`config.mk`:
```
export PLATFORM = sky130hd
export DESIGN_NAME = button_press_classifier_flat
export DESIGN_NICKNAME = d
export VERILOG_FILES = /design/src/hdl/bpc_pkg.sv /design/src/hdl/bpc_if.sv /design/src/hdl/button_press_classifier.sv /design/src/hdl/bpc_cfg_regs.sv /design/src/hdl/bpc_core.sv /design/src/flat_wrapper.sv
export SDC_FILE = /design/constraint.sdc
export NUM_CORES = 1
export LEC_CHECK = 0
export ABC_AREA = 1
export BUFFER_PORTS_ARGS = -buffer_cell sky130_fd_sc_hd__buf_2
export CAP_MARGIN = 20
export CORE_MARGIN = 1
export CORE_UTILIZATION = 60
export CTS_CLUSTER_SIZE = 28
export DETAILED_ROUTE_END_ITERATION = 16
export PLACE_DENSITY = 0.8
export REMOVE_ABC_BUFFERS = 1
export SLEW_MARGIN = 20
export SYNTH_ARGS = -nofsm -noshare
export SYNTH_HDL_FRONTEND = slang
export SYNTH_HIERARCHICAL = 1
export SYNTH_SLANG_ARGS = --single-unit
```
`constraint.sdc`:
```
create_clock -name clk_i -period 6.4 [get_ports clk_i]
set_input_delay 0.96 -clock clk_i [delete_from_list [all_inputs] [get_ports clk_i]]
set_output_delay 0.96 -clock clk_i [all_outputs]
set_load 0.01 [all_outputs]
```
`src/hdl/bpc_pkg.sv`:
```
// Package for the button press classifier: widths, reset values, codes and the
// structs that pass between the blocks. It depends on nothing else.
package bpc_pkg;

  // Hold counter width. The counters wrap at this width. The range is 12 to 32.
  localparam int CountWidth = 16;
  localparam int LimitWidth = 16;
  localparam int CmpWidth   = (CountWidth > LimitWidth) ? CountWidth : LimitWidth;
  localparam int PinsWidth  = 2;
  localparam int EventWidth = 3;
  localparam int AddrWidth  = 4;
  localparam int DataWidth  = 32;

  localparam logic [LimitWidth-1:0] LongSingleReset = LimitWidth'(3000);
  localparam logic [LimitWidth-1:0] LongBothReset   = LimitWidth'(2000);
  localparam logic [LimitWidth-1:0] ShortLowReset   = LimitWidth'(40);
  localparam logic [LimitWidth-1:0] ShortHighReset  = LimitWidth'(500);

  // Pin patterns. The pins are active low.
  localparam logic [PinsWidth-1:0] PinsBoth    = 2'b00;
  localparam logic [PinsWidth-1:0] PinsTwo     = 2'b01;
  localparam logic [PinsWidth-1:0] PinsOne     = 2'b10;
  localparam logic [PinsWidth-1:0] PinsRelease = 2'b11;

  typedef enum logic [EventWidth-1:0] {
    EvNone      = 3'd0,
    EvShortOne  = 3'd1,
    EvShortTwo  = 3'd2,
    EvShortBoth = 3'd3,
    EvLongOne   = 3'd4,
    EvLongTwo   = 3'd5,
    EvLongBoth  = 3'd6
  } bpc_event_e;

  typedef enum logic [1:0] {
    RegLongSingle = 2'd0,
    RegLongBoth   = 2'd1,
    RegShortLow   = 2'd2,
    RegShortHigh  = 2'd3
  } bpc_reg_e;

  typedef struct packed {
    logic [LimitWidth-1:0] long_single_limit;
    logic [LimitWidth-1:0] long_both_limit;
    logic [LimitWidth-1:0] short_low_limit;
    logic [LimitWidth-1:0] short_high_limit;
  } bpc_cfg_t;

  typedef struct packed {
    logic [PinsWidth-1:0] button_pins;
    logic                 download_active;
    logic                 mode_changed;
  } bpc_item_t;

  typedef struct packed {
    logic [EventWidth-1:0] button_event;
    logic                  clear_mode_changed;
  } bpc_result_t;

endpackage

```
`src/hdl/bpc_if.sv`:
```
// Valid/ready channel interfaces for the button press classifier.
// Depends on bpc_pkg for the field widths.
interface bpc_in_if;
  logic                                valid;
  logic                                ready;
  logic [bpc_pkg::PinsWidth-1:0]       button_pins;
  logic                                download_active;
  logic                                mode_changed;

  modport source (output valid, button_pins, download_active, mode_changed, input ready);
  modport sink   (input valid, button_pins, download_active, mode_changed, output ready);
endinterface

interface bpc_out_if;
  logic                                valid;
  logic                                ready;
  logic [bpc_pkg::EventWidth-1:0]      button_event;
  logic                                clear_mode_changed;

  modport source (output valid, button_event, clear_mode_changed, input ready);
  modport sink   (input valid, button_event, clear_mode_changed, output ready);
endinterface

```
`src/hdl/button_press_classifier.sv`:
```
// Top level of the button press classifier: input register, classifier core,
// result register and APB register file. Depends on bpc_pkg, bpc_if,
// bpc_cfg_regs and bpc_core.
//
// The block classifies presses of two active-low buttons from one pin sample
// per transaction and returns exactly one result transaction for every input
// transaction, in order. It sustains one transaction per clock cycle while
// the output takes its results: a sample is captured in the input register,
// classified by a single pass of compare and increment logic against the
// hold counters, and lands in the result register when it leaves the input
// register. The input side keeps accepting while a result waits, as long as
// the input register is empty or can move into the result register; a
// stalled output backs up at most one sample in the input register before
// ready drops. The four limits are written through the APB port (long single
// at 0x0, long both at 0x4, short low at 0x8, short high at 0xC, low 16 bits
// of the data used) and should only be changed while no transaction is in
// flight. A result carries the event code held after the sample and a
// request flag to clear the external mode-changed flag, set for every release
// sample taken outside a download.
module button_press_classifier (
  input  logic                          clk_i,
  input  logic                          rst_ni,
  bpc_in_if.sink                        in_i,
  bpc_out_if.source                     out_o,
  input  logic                          psel,
  input  logic                          penable,
  input  logic                          pwrite,
  input  logic [bpc_pkg::AddrWidth-1:0] paddr,
  input  logic [bpc_pkg::DataWidth-1:0] pwdata,
  output logic [bpc_pkg::DataWidth-1:0] prdata,
  output logic                          pready
);

  bpc_pkg::bpc_cfg_t    cfg;
  bpc_pkg::bpc_item_t   in_item;
  bpc_pkg::bpc_item_t   s1_item_q;
  bpc_pkg::bpc_result_t core_result;
  bpc_pkg::bpc_result_t res_q;
  logic                 s1_valid_q, s1_valid_d;
  logic                 out_valid_q, out_valid_d;
  logic                 s1_adv;
  logic                 in_fire;

  // The sample in the input register moves on when the result register is
  // empty or its transaction completes in this cycle.
  assign s1_adv     = s1_valid_q && (!out_valid_q || out_o.ready);
  assign in_i.ready = !s1_valid_q || s1_adv;
  assign in_fire    = in_i.valid && in_i.ready;

  assign s1_valid_d  = in_fire || (s1_valid_q && !s1_adv);
  assign out_valid_d = s1_adv || (out_valid_q && !out_o.ready);

  assign in_item.button_pins     = in_i.button_pins;
  assign in_item.download_active = in_i.download_active;
  assign in_item.mode_changed    = in_i.mode_changed;

  always_ff @(posedge clk_i or negedge rst_ni) begin
    if (!rst_ni) begin
      s1_valid_q  <= 1'b0;
      out_valid_q <= 1'b0;
    end else begin
      s1_valid_q  <= s1_valid_d;
      out_valid_q <= out_valid_d;
    end
  end

  always_ff @(posedge clk_i) begin
    if (in_fire) begin
      s1_item_q <= in_item;
    end
    if (s1_adv) begin
      res_q <= core_result;
    end
  end

  bpc_cfg_regs u_cfg_regs (
    .clk_i   (clk_i),
    .rst_ni  (rst_ni),
    .psel    (psel),
    .penable (penable),
    .pwrite  (pwrite),
    .paddr   (paddr),
    .pwdata  (pwdata),
    .prdata  (prdata),
    .pready  (pready),
    .cfg_o   (cfg)
  );

  // The counters and event code advance exactly once per sample, when it
  // leaves the input register.
  bpc_core u_core (
    .clk_i    (clk_i),
    .rst_ni   (rst_ni),
    .step_i   (s1_adv),
    .item_i   (s1_item_q),
    .cfg_i    (cfg),
    .result_o (core_result)
  );

  assign out_o.valid              = out_valid_q;
  assign out_o.button_event       = res_q.button_event;
  assign out_o.clear_mode_changed = res_q.clear_mode_changed;

endmodule

```
`src/hdl/bpc_cfg_regs.sv`:
```
// APB-style register file holding the four press limits.
// Depends on bpc_pkg for the register codes and the configuration struct.
module bpc_cfg_regs (
  input  logic                              clk_i,
  input  logic                              rst_ni,
  input  logic                              psel,
  input  logic                              penable,
  input  logic                              pwrite,
  input  logic [bpc_pkg::AddrWidth-1:0]     paddr,
  input  logic [bpc_pkg::DataWidth-1:0]     pwdata,
  output logic [bpc_pkg::DataWidth-1:0]     prdata,
  output logic                              pready,
  output bpc_pkg::bpc_cfg_t                 cfg_o
);

  bpc_pkg::bpc_cfg_t cfg_q, cfg_d;
  bpc_pkg::bpc_reg_e reg_sel;
  logic              wr_en;
  logic [bpc_pkg::LimitWidth-1:0] wdata;
  logic [bpc_pkg::LimitWidth-1:0] rdata;

  assign pready  = 1'b1;
  assign wr_en   = psel && penable && pwrite && pready;
  assign reg_sel = bpc_pkg::bpc_reg_e'(paddr[3:2]);
  assign wdata   = pwdata[bpc_pkg::LimitWidth-1:0];

  always_comb begin
    cfg_d = cfg_q;
    if (wr_en) begin
      unique case (reg_sel)
        bpc_pkg::RegLongSingle: cfg_d.long_single_limit = wdata;
        bpc_pkg::RegLongBoth:   cfg_d.long_both_limit   = wdata;
        bpc_pkg::RegShortLow:   cfg_d.short_low_limit   = wdata;
        bpc_pkg::RegShortHigh:  cfg_d.short_high_limit  = wdata;
        default:                cfg_d = cfg_q;
      endcase
    end
  end

  always_comb begin
    unique case (reg_sel)
      bpc_pkg::RegLongSingle: rdata = cfg_q.long_single_limit;
      bpc_pkg::RegLongBoth:   rdata = cfg_q.long_both_limit;
      bpc_pkg::RegShortLow:   rdata = cfg_q.short_low_limit;
      bpc_pkg::RegShortHigh:  rdata = cfg_q.short_high_limit;
      default:                rdata = '0;
    endcase
  end

  assign prdata = bpc_pkg::DataWidth'(rdata);

  always_ff @(posedge clk_i or negedge rst_ni) begin
    if (!rst_ni) begin
      cfg_q.long_single_limit <= bpc_pkg::LongSingleReset;
      cfg_q.long_both_limit   <= bpc_pkg::LongBothReset;
      cfg_q.short_low_limit   <= bpc_pkg::ShortLowReset;
      cfg_q.short_high_limit  <= bpc_pkg::ShortHighReset;
    end else begin
      cfg_q <= cfg_d;
    end
  end

  assign cfg_o = cfg_q;

endmodule

```
`src/hdl/bpc_core.sv`:
```
// Hold counters, held event code and the per-sample classification logic.
// Depends on bpc_pkg for widths, pin patterns, event codes and structs.
module bpc_core (
  input  logic                  clk_i,
  input  logic                  rst_ni,
  input  logic                  step_i,
  input  bpc_pkg::bpc_item_t    item_i,
  input  bpc_pkg::bpc_cfg_t     cfg_i,
  output bpc_pkg::bpc_result_t  result_o
);

  logic [bpc_pkg::CountWidth-1:0] cnt_one_q, cnt_one_d;
  logic [bpc_pkg::CountWidth-1:0] cnt_two_q, cnt_two_d;
  logic [bpc_pkg::CountWidth-1:0] cnt_both_q, cnt_both_d;
  logic [bpc_pkg::CountWidth-1:0] inc_one, inc_two, inc_both;
  bpc_pkg::bpc_event_e            event_q, event_d;
  logic                           clear_req;
  logic                           short_one, short_two, short_both;
  logic                           long_one, long_two, long_both;

  function automatic logic in_short_window(input logic [bpc_pkg::CountWidth-1:0] cnt,
                                           input bpc_pkg::bpc_cfg_t cfg);
    logic [bpc_pkg::CmpWidth-1:0] c;
    c = bpc_pkg::CmpWidth'(cnt);
    return (c > bpc_pkg::CmpWidth'(cfg.short_low_limit)) &&
           (c < bpc_pkg::CmpWidth'(cfg.short_high_limit));
  endfunction

  assign inc_one  = cnt_one_q + 1'b1;
  assign inc_two  = cnt_two_q + 1'b1;
  assign inc_both = cnt_both_q + 1'b1;

  assign long_one  = bpc_pkg::CmpWidth'(inc_one) > bpc_pkg::CmpWidth'(cfg_i.long_single_limit);
  assign long_two  = bpc_pkg::CmpWidth'(inc_two) > bpc_pkg::CmpWidth'(cfg_i.long_single_limit);
  assign long_both = (bpc_pkg::CmpWidth'(inc_both) > bpc_pkg::CmpWidth'(cfg_i.long_both_limit))
                     && !item_i.mode_changed;

  assign short_one  = in_short_window(cnt_one_q, cfg_i);
  assign short_two  = in_short_window(cnt_two_q, cfg_i);
  assign short_both = in_short_window(cnt_both_q, cfg_i);

  always_comb begin
    cnt_one_d  = cnt_one_q;
    cnt_two_d  = cnt_two_q;
    cnt_both_d = cnt_both_q;
    event_d    = event_q;
    clear_req  = 1'b0;
    // During a download the sample is ignored and the held code is reported.
    if (!item_i.download_active) begin
      unique case (item_i.button_pins)
        bpc_pkg::PinsOne: begin
          cnt_two_d  = '0;
          cnt_both_d = '0;
          cnt_one_d  = long_one ? '0 : inc_one;
          if (long_one) begin
            event_d = bpc_pkg::EvLongOne;
          end
        end
        bpc_pkg::PinsTwo: begin
          cnt_one_d  = '0;
          cnt_both_d = '0;
          cnt_two_d  = long_two ? '0 : inc_two;
          if (long_two) begin
            event_d = bpc_pkg::EvLongTwo;
          end
        end
        bpc_pkg::PinsBoth: begin
          cnt_one_d  = '0;
          cnt_two_d  = '0;
          cnt_both_d = long_both ? '0 : inc_both;
          if (long_both) begin
            event_d = bpc_pkg::EvLongBoth;
          end
        end
        default: begin
          // Release: button one wins over button two, which wins over both.
          cnt_one_d  = '0;
          cnt_two_d  = '0;
          cnt_both_d = '0;
          clear_req  = 1'b1;
          priority if (short_one) begin
            event_d = bpc_pkg::EvShortOne;
          end else if (short_two) begin
            event_d = bpc_pkg::EvShortTwo;
          end else if (short_both) begin
            event_d = bpc_pkg::EvShortBoth;
          end else begin
            event_d = bpc_pkg::EvNone;
          end
        end
      endcase
    end
  end

  always_ff @(posedge clk_i or negedge rst_ni) begin
    if (!rst_ni) begin
      cnt_one_q  <= '0;
      cnt_two_q  <= '0;
      cnt_both_q <= '0;
      event_q    <= bpc_pkg::EvNone;
    end else if (step_i) begin
      cnt_one_q  <= cnt_one_d;
      cnt_two_q  <= cnt_two_d;
      cnt_both_q <= cnt_both_d;
      event_q    <= event_d;
    end
  end

  assign result_o.button_event       = event_d;
  assign result_o.clear_mode_changed = clear_req;

endmodule

```
`src/flat_wrapper.sv`:
```
// flat-port wrapper written by rule: the top's interface ports become plain ports
module button_press_classifier_flat 
  (clk_i, rst_ni, psel, penable, pwrite, paddr, pwdata, prdata, pready, in_i_valid, in_i_button_pins, in_i_download_active, in_i_mode_changed, in_i_ready, out_o_valid, out_o_button_event, out_o_clear_mode_changed, out_o_ready);
  bpc_in_if in_i_i ();
  bpc_out_if out_o_i ();
  input  logic clk_i;
  input  logic rst_ni;
  input  logic psel;
  input  logic penable;
  input  logic pwrite;
  input  logic [bpc_pkg::AddrWidth-1:0] paddr;
  input  logic [bpc_pkg::DataWidth-1:0] pwdata;
  output logic [bpc_pkg::DataWidth-1:0] prdata;
  output logic pready;
  input wire logic [$bits(in_i_i.valid)-1:0] in_i_valid;
  input wire logic [$bits(in_i_i.button_pins)-1:0] in_i_button_pins;
  input wire logic [$bits(in_i_i.download_active)-1:0] in_i_download_active;
  input wire logic [$bits(in_i_i.mode_changed)-1:0] in_i_mode_changed;
  output wire logic [$bits(in_i_i.ready)-1:0] in_i_ready;
  output wire logic [$bits(out_o_i.valid)-1:0] out_o_valid;
  output wire logic [$bits(out_o_i.button_event)-1:0] out_o_button_event;
  output wire logic [$bits(out_o_i.clear_mode_changed)-1:0] out_o_clear_mode_changed;
  input wire logic [$bits(out_o_i.ready)-1:0] out_o_ready;
  assign in_i_i.valid = in_i_valid;
  assign in_i_i.button_pins = in_i_button_pins;
  assign in_i_i.download_active = in_i_download_active;
  assign in_i_i.mode_changed = in_i_mode_changed;
  assign in_i_ready = in_i_i.ready;
  assign out_o_valid = out_o_i.valid;
  assign out_o_button_event = out_o_i.button_event;
  assign out_o_clear_mode_changed = out_o_i.clear_mode_changed;
  assign out_o_i.ready = out_o_ready;
  button_press_classifier u_core (.clk_i(clk_i), .rst_ni(rst_ni), .in_i(in_i_i), .out_o(out_o_i), .psel(psel), .penable(penable), .pwrite(pwrite), .paddr(paddr), .pwdata(pwdata), .prdata(prdata), .pready(pready));
endmodule
```
# Word-level counts from Yosys, hierarchy flattened

Cells that the tools add are included.

Add/subtract/negate cells: 3
Mux-type cells: 16
Bitwise logic cells: 1
Magnitude comparators: 9
Eq/ne operators: 5
Reduce and logical (&&, ||, !) cells: 27

Operators by type and width:

| kind                                                                   | count |
|---|---|
| 16-bit > comparator                                                    | 6 |
| 16-bit two-way mux                                                     | 6 |
| 16-bit case mux with 4 select lines                                    | 1 |
| 16-bit by 1-bit adder with 16-bit output (second input constant)       | 3 |
| 16-bit < comparator                                                    | 3 |
| 3-bit two-way mux                                                      | 4 |
| 1-bit logical AND                                                      | 10 |
| 2-bit AND reduction                                                    | 5 |
| 3-bit case mux with 3 select lines                                     | 1 |
| 2-bit equality test (second input constant)                            | 3 |
| 2-bit two-way mux                                                      | 3 |
| 1-bit logical NOT                                                      | 5 |
| 2-bit by 1-bit equality test with 1-bit output (second input constant) | 2 |
| 2-bit logical NOT                                                      | 2 |
| 1-bit logical OR                                                       | 4 |
| 3-bit OR reduction                                                     | 1 |
| 1-bit two-way mux                                                      | 1 |
| 1-bit NOT                                                              | 1 |

Word-level logic and storage cells: 76
Register bits after elaboration: 125
Input bits: 47
Output and inout bits: 39

# Longest topological paths before layout

Word-level depth: 7
Depth in mapped cells: 24
Mapped depth without buffers: 24

# Cells and area by module

Netlist, hierarchy kept.

Modules (own cells, without submodules):

| module                  | area each (um^2) | cells each | instances |
|---|---|---|---|
| bpc_core                | 6,552.5          | 935        | 1 |
| bpc_cfg_regs            | 3,253.1          | 396        | 1 |
| button_press_classifier | 335.3            | 20         | 1 |

# Worst setup path after synthesis

No wires, ideal clock.

Path type: register -> register
Start point: register u_core/u_core/cnt_one_q[0] in the netlist's numbering
End point: register u_core.res_q (netlist bit u_core/out_o.button_event[2]) (data pin)
Library setup time: 0.252 ns
Cell stages (with the launch flop): 20
Period minus slack after synthesis: 2.899 ns
Data arrival time: 2.646 ns
Slack: 3.501 ns
Buffers on the path: 0
Path through: dfrtp_1 > inv_2 > nor3_4 > nand2_2 > nor2_4 > nand3_2 > or2_4 > nor2_4 > xor2_1 > inv_1 > ha_1 > nand2_1 > nor4_1 > nand3_1 > nand2_1 > nand2_1 > nand2_1 > o2111ai_1 > nand2_1 > nand2_1

RTL lines:

| element                  | line                          | source |
|---|---|---|
| start: declaration       | bpc_core.sv:12                | `logic [bpc_pkg::CountWidth-1:0] cnt_one_q, cnt_one_d;` |
| start signal: assignment | bpc_core.sv:102               | `cnt_one_q <= cnt_one_d;` |
| end signal: assignment   | button_press_classifier.sv:72 | `res_q <= core_result;` |
| end: declaration         | button_press_classifier.sv:38 | `bpc_pkg::bpc_result_t res_q;` |

# Worst setup path in the final report

Start point: register u_core/u_core/cnt_one_q[0] in the netlist's numbering
End point: register u_core/u_core/cnt_one_q[12] in the netlist's numbering

Word-level cells in the longest chain between the ends: 4

Ends and longest elaborated chain:

| element                                      | line           | source |
|---|---|---|
| 16-bit by 1-bit adder with 16-bit output (*) | bpc_core.sv:29 | `assign inc_one = cnt_one_q + 1'b1;` |
| 16-bit > comparator                          | bpc_core.sv:33 | `assign long_one = bpc_pkg::CmpWidth'(inc_one) > bpc_pkg::CmpWidth'(cfg_i.long_single_limit);` |
| 16-bit two-way mux (*)                       | bpc_core.sv:54 | `cnt_one_d = long_one ? '0 : inc_one;` |
| 16-bit two-way mux (*)                       | bpc_core.sv:50 | `unique case (item_i.button_pins)` |

Mark *: on every way between the ends. The rest lies on a longest branch, timed or not.
A chain may end at the register's enable or synchronous reset.

==> impl_metrics.toml <==
[timing]
max_freq_ghz = 0.240
skew_ps = 7.71
setup_tns_ps = 0
setup_viol = 0
rsz0062_at_grt = "no"
tightest_slew_ps = 865
maxSlewHeadroom_pct = 42.3
min_period_ps = 4160
hold_viol = 0
finalMaxSlewViolations = 0
period_share_pct = 65.0

[critical_path]
cp.arrival_ps = 4490
worstPathMaxFanout = 15
cp-start-kind = "register"
r2r_end = "u_core/u_core/cnt_one_q[12]$_DFFE_PN0P_"
rrSetupSlack_ps = 2240
rr_startpoint = "u_core/u_core/cnt_one_q[0]$_DFFE_PN0P_"
crit_family = "simple AND/OR/NAND/NOR gates"
crit_path_end_kind = "register"
crit_required_ps = 6730
slowest_delay_ps = 650
cp_slowest_cell = "nor4_1"
reg2reg_depth = 19
crit_chain = "ha_1, nand2_1, nor2_1, nand3_1, nor2_1, inv_1, nor2_1, inv_1, nor3_1, inv_1, nand2_1, inv_1, ha_1, nand2_1, nor4_1, nand3_1, nand2_1, nand3_1, o21ai_0"
worst-setup-path-type = "reg -> reg"
crit_buf_inv = 4

[global_route]
grt_usage_pct = 32.4
antenna_found_initial = 0
grt_pass1_vias = 8636
overflow = 0
grt_pass1_wl_mm = 43.9
grt_max_degree = 65

[worst_hold_path]
min-delay-start = "u_core/u_cfg_regs/cfg_o[36]$_DFFE_PN1P_"
hold-path-cell-count = 2
hold_path.class = "reg -> reg"
min_to = "u_core/u_cfg_regs/cfg_o[36]$_DFFE_PN1P_"

[floorplanning]
die_w_um = 132
die-area_sq_um = 17400
start_util_pct = 61.4
core_sq_um = 16500
dieHeight_um = 132
io_pins = 86
fp-row-count = 47

[clock_network]
htreeDepth = 4
clkLatencyLatePin_ps = 430
hold_buffers = 0
cts_tree = "done"
cts.clk_slew.worst_paths_ps = 60
cts_buffers = 17
post_cts_buffers = 0
cts.sinks = 125
ctsResizeCount = 0
cts_root_buf = "clkbuf_16"
cts_buffer_depth = 2

[place]
place_congestion = 0.952
port_buffers = 50
placed_cell_area_sq_um = 10400
place_hpwl_mm = 20.0

[finish]
mostFrequentLayoutCells = "nand2_1 (433), inv_1 (196), ha_1 (144)"
layout_commonest_cell = "nand2_1"
syn_to_final_growth_pct = 9.03
final_util_pct = 66.9
fillers = 1378
finalInstanceArea_sq_um = 11100
final_nets = 1585
antenna_cells = 0
drive_above_1_share_pct = 10.7

[pwr]
leakage_nw = 6.22
p_total_w = 0.00286
peakVddDrop_mv = 0.202
cellPowerDensity_nw_per_um2 = 259

[outcome]
run_status = "finished, final reports clean"

[logic_synthesis]
syn_area_per_cell_sq_um = 7.51
yosysSeqAreaShare_pct = 31.5
synth_largest_area_cell = "dfrtp_1"
synth_cell_types = 48
yosysTopAreaCellShare_pct = 23.7
syn_inst = 1351
ys_ff_latch = 125
yosys-top-cells-area = "dfrtp_1 (24%), ha_1 (18%), nand2_1 (16%)"
yosys_warnings = 6
syn-cell-area_sq_um = 10100

[route]
firstDrtPassIters = 5
wl_per_cell_um = 16.7
vias = 9065
drt_wl_total_mm = 27.1
drtIter0Drc = 773
postRouteAntennaNets = 0
drcViolationCount = 0
avgViaCountPerCell = 5.57

[flow_run]
maxCapViolations = 0
==> stage by stage <==
stage | worst slack [ps] | hold WS, ps | cells
after floorplan | 2440 | 451 | 1322
after global routing | 1840 | 493 | 1627
after CTS | 2430 | 473 | 1627
after detailed placement | 2450 | 464 | 1595
after global placement | 2440 | 459 | 1595
final | 2240 | 474 | 1627
==> cell usage after synthesis, drive strengths merged <==
cell	instances
o22ai	26
nand4	28
nand3b	2
nand2	444
o21ai	27
xor2	34
buf	37
conb	2
clkbuf	7
nor2	63
a21boi	1
edfxtp	8
a22o	6
o21bai	5
and2	1
dfstp	21
ha	144
a21oi	62
nor3b	1
nand3	92
o2111ai	1
nor4	6
or2	3
inv	204
nor3	21
dfrtp	96
o21a	7
xnor2	1
clkinv	1
==> report_power, final <==
part	switching (W)	internal (W)
clock	0.000380	0.000649
sequential	0.000102	0.000926
combinational	0.000526	0.000277
==> sequential cells by signal, indices dropped and copies added (netlist names) <==
signal	count
u_core/u_cfg_regs/cfg_o	64
u_core/u_core/cnt_both_q	16
u_core/u_core/cnt_one_q	16
u_core/u_core/cnt_two_q	16
u_core/s1_item_q	4
u_core/out_o.button_event	3
u_core/u_core/event_q	3
u_core/out_o.clear_mode_changed	1
u_core/out_o.valid	1
u_core/s1_valid_q	1
==> layout make-up <==
type / count / area (sq um) / share of cell area [%]
clock buffer: 20 / 468 / 4.23
inverter: 205 / 779 / 7.05
clock inverter: 12 / 158 / 1.43
multi-input combinational: 992 / 5910 / 53.4
timing repair buffer: 53 / 275 / 2.49
sequential: 125 / 3190 / 28.9
tap: 220 / 275 / 2.49
==> cells by family (layout without fill, tap and decap cells) <==
kind of cell             after synthesis  in the layout  synth area share (%)
flip-flops                           125            125                  31.5
AND/OR/NAND/NOR                      661            661                  29.1
XOR/XNOR                              35             35                  3.10
adder cells (fa/ha/maj)              144            144                  17.8
other                                  2             17                0.0741
AO/OA/AOI/OAI                        135            135                  7.60
buffers and inverters                249            290                  10.8
==> worst max path at each step <==
stage,startpoint,end,cells after the start
after floorplan,out_o_ready,u_core/u_core/cnt_both_q[12]$_DFFE_PN0P_,8
after global placement,u_core/u_core/cnt_one_q[0]$_DFFE_PN0P_,u_core/u_core/cnt_one_q[0]$_DFFE_PN0P_,19
after detailed placement,u_core/u_core/cnt_one_q[0]$_DFFE_PN0P_,u_core/u_core/cnt_one_q[0]$_DFFE_PN0P_,19
after CTS,u_core/u_core/cnt_one_q[0]$_DFFE_PN0P_,u_core/u_core/cnt_one_q[0]$_DFFE_PN0P_,19
after global routing,u_core/u_core/cnt_one_q[0]$_DFFE_PN0P_,u_core/u_core/cnt_one_q[0]$_DFFE_PN0P_,19
final,u_core/u_core/cnt_one_q[0]$_DFFE_PN0P_,u_core/u_core/cnt_one_q[12]$_DFFE_PN0P_,19
==> per-layer routing <==
| layer | global-route usage [%] | wire, um |
|---|---|---|
| met1 | 42.1 | 11700 |
| met2 | 52.8 | 12400 |
| met3 | 5.31 | 1850 |
| met4 | 15.8 | 1110 |
| met5 | 0 | 0 |
==> worst min-delay path, cell delays in order (launching register included) <==
cell     delay, ps
dfstp_2        370
nand2_1         60
nand2_1         40
Note: power is estimated with default switching activity, not from simulation.
